<file path="src/fwan_pkg.sv">
// fwan_pkg: shared types, constants and the codepoint map of the fullwidth normalizer
// used by fwan_step, fwan_outbuf and fullwidth_to_ascii_normalizer_top
// depends on nothing
`timescale 1ns / 1ps

package fwan_pkg;

   localparam int unsigned MAX_OUT = 3;

   localparam logic [7:0]  LEAD_MIN      = 8'hC2;
   localparam logic [7:0]  LEAD_MAX      = 8'hEF;
   localparam logic [7:0]  LEAD_3BYTE    = 8'hE0;
   localparam logic [15:0] CP_3BYTE_MIN  = 16'h0800;
   localparam logic [15:0] CP_IDEO_SPACE = 16'h3000;

   // held sequence bytes
   typedef struct packed {
      logic [7:0] lead;
      logic [7:0] second;
      logic [1:0] count;
   } held_type;

   // group of result bytes made by one item, data[0] goes out first
   typedef struct packed {
      logic [MAX_OUT-1:0][7:0] data;
      logic [1:0]              count;
      logic                    last;
   } group_type;

   function automatic group_type push_byte(group_type grp, logic [7:0] value);
      group_type res;
      res = grp;
      if (grp.count < 2'(MAX_OUT)) begin
         res.data[grp.count] = value;
         res.count           = grp.count + 2'd1;
      end
      return res;
   endfunction

   function automatic logic is_cont(logic [7:0] value);
      return value[7:6] == 2'b10;
   endfunction

   // ascii replacement of a listed codepoint, zero when not listed
   function automatic logic [7:0] map_cp(logic [15:0] cp);
      logic [7:0] res;
      res = 8'h00;
      case (cp) inside
         CP_IDEO_SPACE:         res = 8'h20;
         [16'hFF10:16'hFF19]:   res = 8'h30 + {4'h0, cp[3:0]};
         [16'hFF21:16'hFF23]:   res = 8'h41 + (cp[7:0] - 8'h21);
         [16'hFF41:16'hFF43]:   res = 8'h41 + (cp[7:0] - 8'h41);
         16'hFF08:              res = 8'h28;
         16'hFF09:              res = 8'h29;
         16'hFF1A:              res = 8'h3A;
         16'hFF0B:              res = 8'h2B;
         16'hFF20:              res = 8'h40;
         16'hFF0E:              res = 8'h2E;
         16'hFF0F:              res = 8'h2F;
         16'hFF0D:              res = 8'h2D;
         16'hFF58:              res = 8'h78;
         16'hFF49:              res = 8'h69;
         16'hFF44:              res = 8'h64;
         16'hFF55:              res = 8'h75;
         16'hFF45:              res = 8'h65;
         16'hFF50:              res = 8'h70;
         16'hFF4E:              res = 8'h6E;
         default:               res = 8'h00;
      endcase
      return res;
   endfunction

endpackage

</file>
<file path="src/fwan_step.sv">
// fwan_step: combinational decode of one byte against the held sequence
// gives the result group and the next held state; uses fwan_pkg
`timescale 1ns / 1ps

module fwan_step (
   input  fwan_pkg::held_type  held,
   input  logic [7:0]          in_byte,
   input  logic                in_last,
   output fwan_pkg::held_type  held_next,
   output fwan_pkg::group_type grp
);

   logic                     fresh_hold;
   logic [15:0]              cp;
   logic [7:0]               mapped;

   always_comb begin
      fresh_hold = (in_byte >= fwan_pkg::LEAD_MIN) && (in_byte <= fwan_pkg::LEAD_MAX);
      cp         = {held.lead[3:0], held.second[5:0], in_byte[5:0]};
      mapped     = (cp < fwan_pkg::CP_3BYTE_MIN) ? 8'h00 : fwan_pkg::map_cp(cp);
   end

   always_comb begin
      fwan_pkg::group_type g;
      fwan_pkg::held_type  h;
      logic                scan;
      g       = '0;
      h       = held;
      h.count = 2'd0;
      scan    = 1'b0;

      case (held.count)
         2'd1: begin
            if (!fwan_pkg::is_cont(in_byte)) begin
               g    = fwan_pkg::push_byte(g, held.lead);
               scan = 1'b1;
            end else if (held.lead < fwan_pkg::LEAD_3BYTE) begin
               g = fwan_pkg::push_byte(g, held.lead);
               g = fwan_pkg::push_byte(g, in_byte);
            end else begin
               h.second = in_byte;
               h.count  = 2'd2;
            end
         end
         2'd2: begin
            if (!fwan_pkg::is_cont(in_byte)) begin
               g    = fwan_pkg::push_byte(g, held.lead);
               g    = fwan_pkg::push_byte(g, held.second);
               scan = 1'b1;
            end else if (mapped != 8'h00) begin
               g = fwan_pkg::push_byte(g, mapped);
            end else begin
               g = fwan_pkg::push_byte(g, held.lead);
               g = fwan_pkg::push_byte(g, held.second);
               g = fwan_pkg::push_byte(g, in_byte);
            end
         end
         default: begin
            // nothing held, the unreachable count of three included
            scan = 1'b1;
         end
      endcase

      // fresh scan of the byte as a possible lead
      if (scan) begin
         if (fresh_hold) begin
            h.lead   = in_byte;
            h.second = 8'h00;
            h.count  = 2'd1;
         end else begin
            g = fwan_pkg::push_byte(g, in_byte);
         end
      end

      // end of line flushes what is still held
      if (in_last) begin
         if (h.count != 2'd0) g = fwan_pkg::push_byte(g, h.lead);
         if (h.count == 2'd2) g = fwan_pkg::push_byte(g, h.second);
         h      = '0;
         g.last = 1'b1;
      end

      held_next = h;
      grp       = g;
   end

endmodule

</file>
<file path="src/fwan_outbuf.sv">
// fwan_outbuf: result register holding one group of up to three bytes
// sends them one per cycle on the result channel while rsp_tready is high; uses fwan_pkg
`timescale 1ns / 1ps

module fwan_outbuf (
   input  logic                clock,
   input  logic                reset,
   input  logic                load_valid,
   input  fwan_pkg::group_type load_grp,
   output logic                load_ready,
   output logic                rsp_tvalid,
   input  logic                rsp_tready,
   output logic [7:0]          rsp_tdata,
   output logic                rsp_tlast
);

   logic [fwan_pkg::MAX_OUT-1:0][7:0] data_ff, data_in;
   logic [1:0]                        count_ff, count_in;
   logic                              last_ff, last_in;
   logic                              pop;

   always_comb begin
      rsp_tvalid = count_ff != 2'd0;
      rsp_tdata  = data_ff[0];
      rsp_tlast  = last_ff && (count_ff == 2'd1);
      pop        = rsp_tvalid && rsp_tready;
      load_ready = (count_ff == 2'd0) || (pop && (count_ff == 2'd1));

      data_in  = data_ff;
      count_in = count_ff;
      last_in  = last_ff;
      if (load_valid && load_ready) begin
         data_in  = load_grp.data;
         count_in = load_grp.count;
         last_in  = load_grp.last;
      end else if (pop) begin
         // shift next byte to the head
         data_in  = {8'h00, data_ff[fwan_pkg::MAX_OUT-1:1]};
         count_in = count_ff - 2'd1;
      end
   end

   always_ff @(posedge clock) begin
      if (reset) begin
         count_ff <= 2'd0;
      end else begin
         count_ff <= count_in;
      end
      data_ff <= data_in;
      last_ff <= last_in;
   end

endmodule

</file>
<file path="src/fullwidth_to_ascii_normalizer_top.sv">
// fullwidth_to_ascii_normalizer_top: utf-8 fullwidth to ascii normalizer, top level
// input register, held-sequence state, fwan_step decode, fwan_outbuf result register
// uses fwan_pkg
`timescale 1ns / 1ps

// channel   dir  width  contents
// req_*     in   8+1    tdata = in_byte, tlast = in_last
// rsp_*     out  8+1    tdata = out_byte, tlast = out_last
//
// one item enters per cycle as long as each item yields at most one byte and the
// result channel is ready; an item that yields two or three bytes holds up the input
// register until its last byte is being taken, since the result register sends one
// byte per cycle; an accepted item passes the input register and then the result
// register before its first byte is driven
// reset clears the input valid flag, the held count and the result count
// rsp_tready low stalls the result register and, behind it, the input register

module fullwidth_to_ascii_normalizer_top (
   input  logic       clock,
   input  logic       reset,
   input  logic       req_tvalid,
   output logic       req_tready,
   input  logic [7:0] req_tdata,   // [7:0] in_byte
   input  logic       req_tlast,   // in_last
   output logic       rsp_tvalid,
   input  logic       rsp_tready,
   output logic [7:0] rsp_tdata,   // [7:0] out_byte
   output logic       rsp_tlast    // out_last
);

   // input register
   logic [7:0]          in_byte_ff, in_byte_in;
   logic                in_last_ff, in_last_in;
   logic                in_valid_ff, in_valid_in;

   // held sequence
   fwan_pkg::held_type  held_ff, held_in;
   fwan_pkg::held_type  held_next;
   fwan_pkg::group_type grp;

   logic                load_ready;
   logic                consume;

   fwan_step u_step (
      .held      (held_ff),
      .in_byte   (in_byte_ff),
      .in_last   (in_last_ff),
      .held_next (held_next),
      .grp       (grp)
   );

   // an item with no result byte still needs a free result register slot
   // only to keep the order simple; it never loads it
   assign consume    = in_valid_ff && load_ready;
   assign req_tready = !in_valid_ff || consume;

   fwan_outbuf u_outbuf (
      .clock      (clock),
      .reset      (reset),
      .load_valid (consume && (grp.count != 2'd0)),
      .load_grp   (grp),
      .load_ready (load_ready),
      .rsp_tvalid (rsp_tvalid),
      .rsp_tready (rsp_tready),
      .rsp_tdata  (rsp_tdata),
      .rsp_tlast  (rsp_tlast)
   );

   always_comb begin
      in_byte_in  = in_byte_ff;
      in_last_in  = in_last_ff;
      in_valid_in = in_valid_ff && !consume;
      if (req_tvalid && req_tready) begin
         in_byte_in  = req_tdata;
         in_last_in  = req_tlast;
         in_valid_in = 1'b1;
      end
      held_in = consume ? held_next : held_ff;
   end

   always_ff @(posedge clock) begin
      if (reset) begin
         in_valid_ff <= 1'b0;
         held_ff     <= '0;
      end else begin
         in_valid_ff <= in_valid_in;
         held_ff     <= held_in;
      end
      in_byte_ff <= in_byte_in;
      in_last_ff <= in_last_in;
   end

endmodule

</file>
<file path="config.mk">
export PLATFORM = sky130hd
export DESIGN_NAME = fullwidth_to_ascii_normalizer_top
export DESIGN_NICKNAME = d
export VERILOG_FILES = /design/src/fwan_pkg.sv /design/src/fwan_step.sv /design/src/fwan_outbuf.sv /design/src/fullwidth_to_ascii_normalizer_top.sv
export SDC_FILE = /design/constraint.sdc
export NUM_CORES = 1
export LEC_CHECK = 0
export ABC_AREA = 1
export ABC_CLOCK_PERIOD_IN_PS = 7300
export BUFFER_PORTS_ARGS = -buffer_cell sky130_fd_sc_hd__buf_2
export CAP_MARGIN = 10
export CORE_MARGIN = 10
export CORE_UTILIZATION = 60
export CTS_CLUSTER_SIZE = 12
export DETAILED_ROUTE_END_ITERATION = 8
export MAX_ROUTING_LAYER = met4
export PLACE_DENSITY_LB_ADDON = 0.3
export SLEW_MARGIN = 10
export SYNTH_ARGS = -nofsm -noshare
export SYNTH_HDL_FRONTEND = slang
export SYNTH_SLANG_ARGS = --single-unit
</file>
<file path="constraint.sdc">
create_clock -name clock -period 7.3 [get_ports clock]
set_input_delay 1.46 -clock clock [delete_from_list [all_inputs] [get_ports clock]]
set_output_delay 1.46 -clock clock [all_outputs]
set_load 0.1 [all_outputs]
</file>
Word-level counts from Yosys, hierarchy flattened:

Index checks and enable logic that the tools add are counted.

* multiplexer cells: 83
* equal/unequal tests: 21
* add/subtract/negate cells: 13
* reductions and logical operators: 30
* order comparisons: 31

Operators with widths (number)
* $mux 27: 10
* $mux 26: 10
* $eq 16x16->1 const B: 15
* $mux 8: 26
* $bwmux 24: 7
* $demux 8 s2: 7
* $mux 10: 11
* $mux 18: 3
* $pmux 27 s2: 1
* $ge 16x16->1 const B: 3
* $le 16x16->1 const B: 3
* $mux 24: 2
* $lt 2x3->1 const B: 7
* $logic_and 1x1->1: 19
* $add 7x8->8 const A: 2
* $eq 16x14->1 const B: 1
* $lt 16x12->1 const B: 1
* $add 2x1->2 const B: 7
* $ge 2x1->1 const B: 7
* $lt 2x2->1 const B: 7
* $ge 8x8->1 const B: 1
* $le 8x8->1 const B: 1
* $lt 8x8->1 const B: 1
* $reduce_bool 2->1: 4
* 14 further kinds: 22

* register bits: 55
* bits of input ports: 13

Depth between registers and ports, before layout:

Gate-level depths: netlist of the first run.

* depth after elaboration: 71
* depth in mapped cells: 28
* gate-level depth less buffers: 27

Cells and area by module:

A second synthesis of the first run with hierarchy kept.

* cell total of the unflattened synthesis: 723
* area total of the unflattened synthesis: 4609.4 sq um

Modules (own cells, without submodules)
* fwan_step: cells an instance 464, times used 1, seq. area each 0.0 sq um, area an instance 2250.9 sq um
* fwan_outbuf: cells an instance 128, times used 1, seq. area each 790.8 sq um, area an instance 1266.2 sq um
* fullwidth_to_ascii_normalizer_top: cells an instance 131, times used 1, seq. area each 650.6 sq um, area an instance 1092.3 sq um

Least setup slack after synthesis of the first run:

OpenSTA, ideal clock, no wires.

* path type: input -> output
* start: input port rsp_tready
* end: output port req_tready
* path slack: 3.642 ns
* cell stages on the path: 2
* data required time: 5.840 ns
* arrival time: 2.198 ns
* cell sequence: a21oi_1 nand2_1

* longest elaborated chain between the ends: 5

RTL lines
* start: declaration: line fullwidth_to_ascii_normalizer_top.sv:26 `input logic rsp_tready,`
* $logic_and 1x1->1: line fwan_outbuf.sv:26 `pop = rsp_tvalid && rsp_tready;`
* $logic_and 1x1->1: line fwan_outbuf.sv:27 `load_ready = (count_ff == 2'd0) || (pop && (count_ff == 2'd1));`
* $logic_or 1x1->1: line fwan_outbuf.sv:27
* $logic_and 1x1->1: line fullwidth_to_ascii_normalizer_top.sv:54 `assign consume = in_valid_ff && load_ready;`
* $logic_or 1x1->1: line fullwidth_to_ascii_normalizer_top.sv:55 `assign req_tready = !in_valid_ff || consume;`
* end: declaration: line fullwidth_to_ascii_normalizer_top.sv:22 `output logic req_tready,`

No other way between the ends.

Worst setup path in the final report of the first run:

* start: input port rsp_tready
* end: register u_outbuf.data_ff[14] (netlist bit) (enable)

* longest elaborated chain between the ends: 7

RTL lines
* $logic_and 1x1->1 *: line fwan_outbuf.sv:26
* $logic_and 1x1->1: line fwan_outbuf.sv:27
* $logic_or 1x1->1: line fwan_outbuf.sv:27
* $logic_and 1x1->1: line fullwidth_to_ascii_normalizer_top.sv:54
* $logic_and 1x1->1: line fullwidth_to_ascii_normalizer_top.sv:60 `.load_valid (consume && (grp.count != 2'd0)),`
* $logic_and 1x1->1: line fwan_outbuf.sv:32 `if (load_valid && load_ready) begin`
* $reduce_bool 2->1 (no line) *
* end signal: assignment: line fwan_outbuf.sv:49 `data_ff <= data_in;`
* end: declaration: line fwan_outbuf.sv:17 `logic [fwan_pkg::MAX_OUT-1:0][7:0] data_ff, data_in;`

Mark *: on every way between the ends. The rest lies on a longest branch, timed or not.
A chain may end at the register's enable or synchronous reset.

==> results of run 1 <==
==> placed cells by master (no fill, tap or decap), types with 2 or more instances in the layout <==
master	synthesis	layout
nand2_1	163	163
inv_1	77	77
nor2_1	55	55
nand3_1	45	45
a21oi_1	41	41
o21ai_0	36	36
edfxtp_1	34	34
buf_2	2	23
dfxtp_1	21	21
nand4_1	17	17
nor3_1	11	11
nor2_2	11	11
nand2_2	10	10
inv_2	9	9
o211ai_1	8	8
nor2_4	7	7
o22ai_1	7	7
nor4_1	7	7
a22oi_1	7	7
o21ai_2	6	6
ha_1	6	6
o21ai_1	5	5
clkbuf_8	0	5
clkinv_1	4	4
nand3_2	4	4
a21oi_2	4	4
a31oi_1	3	3
nand2_4	3	3
inv_4	2	2
o2111ai_1	2	2
o31ai_1	2	2
o311ai_0	2	2
a21boi_0	2	2
o21bai_1	2	2
a221oi_1	2	2
==> area by class of cell <==
class / instances / area [um2]
Timing Repair Buffer: 24 / 130.1
Clock buffer: 5 / 68.82
Multi-Input combinational cell: 480 / 2530
Clock inverter: 3 / 27.53
Sequential cell: 55 / 1441
Tap cell: 99 / 123.9
Fill cell: 704 / 2581
Inverter: 92 / 350.3
==> worst max-delay path: cells and delay by family <==
family,cells,cell delay [ns]
AND/OR/NAND/NOR,5,1.56
AO/OA/AOI/OAI,1,0.08
buffers and inverters,4,0.96
==> power breakdown <==
group	total, mW	leakage, nW	switching, mW	internal (mW)
combinational	0.397	1.40	0.321	0.0763
sequential	0.435	0.498	0.0298	0.405
clock	0.184	0.0463	0.114	0.0708
==> flip-flops by register name, indices dropped and copies added (netlist names) <==
register and cells:
u_outbuf.data_ff 16, in_valid_ff 1, u_outbuf.count_ff 2, held_ff 18, u_outbuf.rsp_tdata 8, in_byte_ff 8, in_last_ff 1, u_outbuf.last_ff 1
==> logic make-up after synthesis <==
kind of cell / synth area share, %
buf+inv: 11.49
compound gates: 19.35
flops: 32.12
simple gates: 35.36
fa+ha+maj: 1.673
==> final timing paths <==
kind | end | slack [ns] | depth (start not counted)
max | u_outbuf.data_ff[14] | 3.25 | 10
min | held_ff[8] | 0.49 | 2
max reg2reg | u_outbuf.data_ff[14] | 3.35 | 22
min reg2reg | held_ff[8] | 0.49 | 2
==> per-layer routing <==
layer	vias to the layer above	GRT usage [%]	share of wire [%]
li1	2216	-	-
met3	76	4.167	9.9
met2	317	38.47	44
met5	-	-	0
met1	2143	31.75	41
met4	0	11.03	5.2
==> stage by stage <==
step / setup slack [ns] / hold WS (ns)
floorplan: 3.642 / 0.4185
global placement: 2.726 / 0.4493
detailed placement: 2.518 / 0.4710
CTS: 2.853 / 0.4881
global route: 2.887 / 0.5169
finish: 3.249 / 0.4852
==> metrics.txt, run 1 <==
post-synthesis sequential area ratio 32.12%; Avg Cell Area, Syn 6.892 um2; syn_nets 670; Final nets 677; CP max stage delay 0.63 ns; commonest cells in the netlist nand2_1 (163), inv_1 (77), nor2_1 (55); area share of the largest cell type after synthesis 22.76%; Syn Std Cell Area 4487 um2; antenna violations before repair 0; WL/cell 18.43 um; Setup Skew 0.01613 ns; Slew Viols, Final 0; Worst EP required 7.33 ns; pin count of the biggest net entering global routing 28; global-route wire length before repair between 20 and 25 mm; final setup vio count 0; critical path cell sequence buf_2 -> a21oi_1 -> nor2_1 -> clkinv_1 -> nor2_1 -> inv_1 -> nor2_1 -> nor2_4 -> nand3_1 -> buf_8; YS warnings 0; CP Max Fanout 19; cell mode on critical path nor2_1; max_slew headroom about 41%; # diodes 0; Vias ~4800; Die Width 106.5 um; I/O pin cnt 24; vias in the first global route 4434; Setup crit end kind flip-flop; total global-route track usage between 20% and 30%; maxcap violations 0; RSZ-0062 raised after global routing false; die span in y 106.5 um; leakage 1.942 nW; fin crit share 55.49%; Skew-Pair Late Insertion Delay between 0.3 and 0.4 ns; Fmax 246.9 MHz; setup bufs post-CTS 0; # port buffers 23; synth top area cells edfxtp_1 (23%), nand2_1 (14%), dfxtp_1 (9.4%), inv_1 (6.4%), nand3_1 (5.0%); gpl congestion between 1 and 1.5; #FFs+latches synth 55; DP Area 4561 um2; Netlist cell types 50; startpoint of the worst hold path held_ff[8]; critical path's slowest cell nor2_1; Setup crit start rsp_tready; post-synthesis async set-or-reset flop share 0%; final cell count without fillers 758; Final min period 4.051 ns; DR iter-0 viols 730; Slew @ Worst Pin between 0.8 and 0.9 ns; H-tree level count 2; TritonCTS clock tree yes; Setup Crit Path Kind in2reg; worst r2r src in_byte_ff[4]; final hold violation count 0; Design Area, Final 4672 um2; drt total wl 13.97 mm; Design Power 1.017 mW; hold_buf cts 0; total iterations of the first detailed-routing run 5; Max VDD drop around 0.00018 V; initial core utilization 61.86%; antenna-violating nets left 0; crit start category input pin; setup TNS 0 ns; post-CTS resize count 0; synth-to-layout area growth 4.127%; path category of the worst min-delay check reg2reg; total CTS buffers 5; Post-synth EDFFs 34; clock-pin slew on the worst setup and hold paths 0.12 ns; Core Rows 31; P per Cell Area 217.6 nW/um2; post-layout util 64.41%; core box area approximately 7300 um2; Clock Sinks 55; buffer depth of the longest clock path 2; outcome finished clean; area leader, netlist edfxtp_1; share of cells above drive strength 1 between 10 and 15%; die area 11340 um2; via/cell ratio roughly 6.3; Remaining Overflow, GRT 0; drc violations 0; DP Wirelength 10.80 mm; Mapped Cells between 600 and 700; clock root cell clkbuf_8; Main synth FF type edfxtp_1; Critical Path AT ~4 ns; count leader, synth nand2_1; dpl cells 749
Power figures use the tool's default switching activity.
==> run 2: changes to the inputs <==
Settings changed: ABC_CLOCK_PERIOD_IN_PS 7300 to 4000.
Clock period 7.3 ns to 4 ns, I/O delays scaled along.
==> run 2 against run 1 <==
Compared with the run above:
- register-to-register slack worse by 3.0 ns
- sequential power up 80%
- largest power group unchanged
- clock power up 85%
- critical endpoint is now u_outbuf.rsp_tdata[6]
- via count up 1.5%
- final cell count up 3.0%
- worst setup slack worse by 2.9 ns
==> metrics.txt, run 2 (synthesized netlist as in run 1, its figures left out) <==
Critical path buffers and inverters 5 (+1); Critical Path AT 3.74 ns (-0.34 ns); pin count of the biggest net entering global routing 28 (unchanged); total iterations of the first detailed-routing run 8 (+3); DR iter-0 viols 687 (-5.9%); Slew @ Worst Pin 0.7619 ns (-0.1128 ns); # port buffers 23 (unchanged); Clock Sinks 55 (unchanged); final hold violation count 0 (unchanged); Design Power 1.883 mW (+85%); clock root cell clkbuf_8; antenna-violating nets left 0 (unchanged); cell mode on critical path nand2_2; Remaining Overflow, GRT 0 (unchanged); cell family with most CP delay simple AND/OR/NAND/NOR gates; total CTS buffers 5 (unchanged); P per Cell Area 388.6 nW/um2 (+79%); Final min period 3.681 ns; cells on worst reg2reg path 22 (unchanged); global-route wire length before repair 23.16 mm (+3.5%); maxcap violations 0 (unchanged); Skew-Pair Late Insertion Delay 0.32 ns (about the same); TritonCTS clock tree yes; synth-to-layout area growth 8.003%; Reg with most FFs held_ff; busiest grt layer met2; share of cells above drive strength 1 17.01% (+2.9 points); leakage 2.058 nW (+6.0%); Slew Viols, Final 0 (unchanged); CP max stage delay 0.56 ns (-0.07 ns); antenna violations before repair 0 (unchanged); Setup Skew 0.01459 ns (-0.001537 ns); max_slew headroom 48.67% (+7.6 points); drc violations 0 (unchanged); WHS Path Cells 2 (unchanged); die area 11340 um2 (unchanged); drt total wl 14.74 mm (+5.5%); Die Width 106.5 um (unchanged); Worst R2R Setup Slack 0.32 ns (-3.03 ns); via/cell ratio 6.178 (-1.5%); crit start category flip-flop; final setup vio count 0 (unchanged); Vias 4825 (+1.5%); Worst EP required 4.06 ns (-3.27 ns); Largest register FFs 18 (unchanged); post-layout util 66.81% (+2.4 points); I/O pin cnt 24 (unchanged); critical path's slowest cell edfxtp_1; DP Area 4681 um2 (+2.6%); DP Wirelength 11.46 mm (+6.2%); Setup crit end kind flip-flop; most frequent cells in the layout nand2_1 (163), inv_1 (77), nor2_1 (55), nand3_1 (45), a21oi_1 (41); CP Max Fanout 9 (-10); core box area 7253 um2 (unchanged); fin crit share 92.02%; hold_buf cts 0 (unchanged); RSZ-0062 raised after global routing false; buffer depth of the longest clock path 2 (unchanged); Largest regs held_ff: 18 flops, u_outbuf.data_ff: 16 flops; Max VDD drop 0.0003309 V (+81%); initial core utilization 61.86% (unchanged); met2 GRT Util 39.62% (+1.1 points); outcome finished clean; setup TNS 0 ns (unchanged); vias in the first global route 4428 (-0.14%); WHS Endpoint held_ff[8]; clock-pin slew on the worst setup and hold paths 0.12 ns (about the same); Setup Crit Path Kind reg2reg; gpl congestion 1.088 (-0.48%); commonest non-fill, non-tap cell in the layout nand2_1; Design Area, Final 4846 um2 (+3.7%); path category of the worst min-delay check reg2reg; startpoint of the worst hold path held_ff[8]; RR Endpoint u_outbuf.rsp_tdata[6]; worst r2r src in_byte_ff[1]; WL/cell 18.87 um (+2.4%); met1 Track Usage GR 32.55% (+0.80 points); die span in y 106.5 um (unchanged); critical path cell sequence inv_4 -> nand2_2 -> nor2_4 -> nand2_2 -> a21oi_4 -> inv_2 -> nand2_2 -> a21oi_1 -> nand2_1 -> nand3_1 -> nor2_2 -> nand2_4 -> nand2_8 -> nand2_4 -> nand2_1 -> inv_1 -> nand4_1 -> inv_1 -> a31oi_1 -> a21boi_0 -> buf_4 -> o21ai_0; # diodes 0 (unchanged); Fmax about 270 MHz; total global-route track usage 26.04% (+1.0 points); met3 GRT Util 5.978% (+1.8 points); Final nets 700 (+3.4%); H-tree level count 2 (unchanged); Core Rows 31 (unchanged)
[run 2: tightest hold or removal path, delay by kind of cell, from the launching register on]
| family | cells | cell delay, ns |
|---|---|---|
| flip-flops | 1 | 0.32 |
| buffers and inverters | 1 | 0.06 |
| AND/OR/NAND/NOR | 1 | 0.05 |
[run 2: how the worst max path moves through the flow]
stage	from	to	depth (start not counted)
after floorplan	in_byte_ff[5]	u_outbuf.data_ff[10]	20
after global placement	in_byte_ff[1]	u_outbuf.rsp_tdata[6]	22
after detailed placement	in_byte_ff[1]	u_outbuf.rsp_tdata[6]	24
after CTS	in_byte_ff[1]	u_outbuf.rsp_tdata[6]	24
after global routing	held_ff[6]	u_outbuf.rsp_tdata[6]	23
final	in_byte_ff[1]	u_outbuf.rsp_tdata[6]	22
[run 2: area by class of cell]
cell class              count  area, um2
multi-input cells         480       2530
fillers                   666       2407
flip-flops and latches     55       1441
inverters                  92      357.8
repair buffers             47      295.3
well taps                  99      123.9
clock buffers               5      68.82
clock inverters             3      28.78
[run 2: metrics by stage]
stage | cells | hold slack (ns) | setup WS, ns
after CTS | 773 | 0.4626 | 0.2564
after global routing | 781 | 0.4795 | 0.01235
after floorplan | 651 | 0.4185 | 0.5777
after detailed placement | 765 | 0.4452 | 0.2874
after global placement | 765 | 0.4375 | 0.3487
final | 781 | 0.4596 | 0.3191
[run 2: report_power, final]
part	switching, mW	internal (mW)	total (mW)
logic	0.605	0.155	0.760
registers	0.0446	0.739	0.784
clock network	0.209	0.131	0.340
total	0.859	1.02	1.88
[run 2: routing by layer]
layer / vias up / wire length, um
li1: 2255 / -
met1: 2164 / 5626
met2: 350 / 6711
met3: 56 / 1845
met4: 0 / 554
met5: - / 0
[run 2: timing repair]
action | CTS | global route
setup buffers | 0 | 8
endpoints found under the setup margin | 0 | 17
resized for setup | 0 | 3
==> run 3: changes to the inputs <==
Settings changed: CORE_MARGIN 10 to 2, PLACE_DENSITY set to 0.75, PLACE_DENSITY_LB_ADDON 0.3 to not set.
==> run 3 against run 2 <==
Compared with the run above:
- routed wire length fell by 4.2%
- sequential power rose by 0.9%
- final cell count fell by 1.2%
- utilization fell by 1.0 points
- total power fell by 0.47%
- final area fell by 1.5%
- first-iteration DRC count fell by 16%
- register-to-register slack got worse by 0.06 ns
- worst setup slack got worse by 0.058 ns
- largest cell class unchanged
- largest power group unchanged
==> metrics.txt, run 3 (synthesized netlist as in run 1, its figures left out) <==
outcome finished clean; DR iter-0 viols 575 (-16%); Design Power 1.874 mW (-0.47%); RSZ-0062 raised after global routing false; via/cell ratio 6.167 (-0.18%); I/O pin cnt 24 (unchanged); antenna violations before repair 0 (unchanged); H-tree level count 2 (unchanged); die area 8186 um2 (-28%); total iterations of the first detailed-routing run 6 (-2); register area 1441 um2 (unchanged); Largest register FFs 18 (unchanged); initial core utilization 61.86% (unchanged); final setup vio count 0 (unchanged); path category of the worst min-delay check reg2reg; Die Width 90.48 um (-15%); final hold violation count 0 (unchanged); Setup crit start in_byte_ff[1]; Clock Sinks 55 (unchanged); cell mode on critical path nand2_2; share of cells above drive strength 1 15.90% (-1.1 points); # port buffers 23 (unchanged); P per Cell Area 392.8 nW/um2 (+1.1%); Vias 4761 (-1.3%); global-route wire length before repair 22.37 mm (-3.4%); Final min period 3.739 ns (+0.05799 ns); TritonCTS clock tree yes; leakage 2.008 nW (-2.4%); die span in y 90.48 um (-15%); Slew @ Worst Pin 0.8203 ns (+0.05845 ns); Setup crit end kind flip-flop; Critical path buffers and inverters 4 (-1); Core Rows 31 (unchanged); drt total wl 14.13 mm (-4.2%); hold_ws 0.4715 ns (+0.01192 ns); Largest regs held_ff: 18 flops, u_outbuf.data_ff: 16 flops; maxcap violations 0 (unchanged); total global-route track usage 35.46% (+9.4 points); setup TNS 0 ns (unchanged); drc violations 0 (unchanged); Reg with most FFs held_ff; core box area 7253 um2 (unchanged); Slew Viols, Final 0 (unchanged); crit start category flip-flop; clock-pin slew on the worst setup and hold paths 0.12 ns (about the same); DP Area 4658 um2 (-0.48%); Fillers 673 (+1.1%); DP Wirelength 11.04 mm (-3.7%); commonest non-fill, non-tap cell in the layout nand2_1; hold_buf cts 0 (unchanged); most frequent cells in the layout nand2_1 (163), inv_1 (77), nor2_1 (55), nand3_1 (45), a21oi_1 (41); cell family with most CP delay simple AND/OR/NAND/NOR gates; total CTS buffers 5 (unchanged); clock root cell clkbuf_8; Setup Skew 0.01100 ns (-0.003593 ns); Skew-Pair Late Insertion Delay 0.33 ns (about the same); buffer depth of the longest clock path 2 (unchanged); Final nets 691 (-1.3%); antenna-violating nets left 0 (unchanged); critical path's slowest cell edfxtp_1; WL/cell 18.30 um (-3.0%); Critical Path AT 3.83 ns (+0.09 ns); Remaining Overflow, GRT 0 (unchanged); Worst EP required 4.09 ns (+0.03 ns); vias in the first global route 4365 (-1.4%); CP max stage delay 0.58 ns (+0.02 ns); Fmax 267.5 MHz (-1.6%); pin count of the biggest net entering global routing 28 (unchanged); critical path cell sequence inv_2 -> nand2_2 -> nor2_4 -> nand2_2 -> a21oi_4 -> inv_2 -> nand2_2 -> a21oi_1 -> nand2_1 -> nand3_1 -> nor2_2 -> nand2_4 -> nand2_8 -> nand2_4 -> o2111ai_4 -> inv_2 -> nand2_2 -> nand2_1 -> nor2_2 -> nor2_4 -> nand2_4 -> inv_6 -> nand2_1 -> o21ai_0; startpoint of the worst hold path held_ff[8]; Multi-input gate area 2530 um2 (unchanged); Max VDD drop 0.0003189 V (-3.6%); synth-to-layout area growth 6.358%; Design Area, Final 4772 um2 (-1.5%); worst r2r src in_byte_ff[1]; Setup Crit Path Kind reg2reg; # diodes 0 (unchanged); CP Max Fanout 27 (+18); gpl congestion 1.122 (+3.1%); max_slew headroom 44.73% (-3.9 points); fin crit share 93.47% (+1.4 points)
run 3: changes by cell type in the layout (fill, tap and decap cells not counted), sizes merged:
cell	previous run	this run
buf	47	38
clkinv	6	5
clkinvlp	0	1
run 3: worst min-delay path, cell delays in order, from the launching register on:
cell     delay [ns]
dfxtp_1        0.32
inv_1          0.07
nor3_1         0.05
run 3: routing by layer:
metal,up-vias,track usage (%),routed length [um]
li1,2245,-,-
met1,2147,46.61,5813
met2,312,54.42,6251
met3,57,5.843,1440
met4,0,15.13,620
met5,-,-,0
run 3: layout make-up:
class / instances / share of cell area, %
Inverter: 92 / 7.394
Sequential cell: 55 / 30.20
Multi-Input combinational cell: 480 / 53.02
Timing Repair Buffer: 38 / 4.772
Clock buffer: 5 / 1.442
Tap cell: 99 / 2.596
Clock inverter: 3 / 0.5768
run 3: worst paths after layout:
| kind | to | slack, ns | cells after the start |
|---|---|---|---|
| setup / recovery | u_outbuf.rsp_tdata[6] | 0.26 | 24 |
| hold / removal | held_ff[8] | 0.47 | 2 |
| setup reg to reg | u_outbuf.rsp_tdata[6] | 0.26 | 24 |
| hold reg to reg | held_ff[8] | 0.47 | 2 |
run 3: power breakdown:
group / total (mW) / leakage [nW] / switching [mW] / internal (mW)
registers: 0.791 / 0.498 / 0.0510 / 0.740
clock network: 0.343 / 0.0463 / 0.214 / 0.129
logic: 0.741 / 1.46 / 0.593 / 0.148
run 3: what timing repair did:
item / in CTS / in global routing
setup buffers: 0 / 2
gates resized for setup: 0 / 1
hold endpoints to repair: 0 / 0
endpoints found under the setup margin: 0 / 16
run 3: stage by stage:
| step | std cells | utilization (%) | worst slack [ns] |
|---|---|---|---|
| finish | 772 | 65.79 | 0.2611 |
| global route | 772 | 65.79 | 0.03701 |
| CTS | 770 | 65.55 | 0.2798 |
| detailed placement | 762 | 64.22 | 0.3013 |
| global placement | 762 | 64.22 | 0.3222 |
| floorplan | 651 | - | 0.5777 |
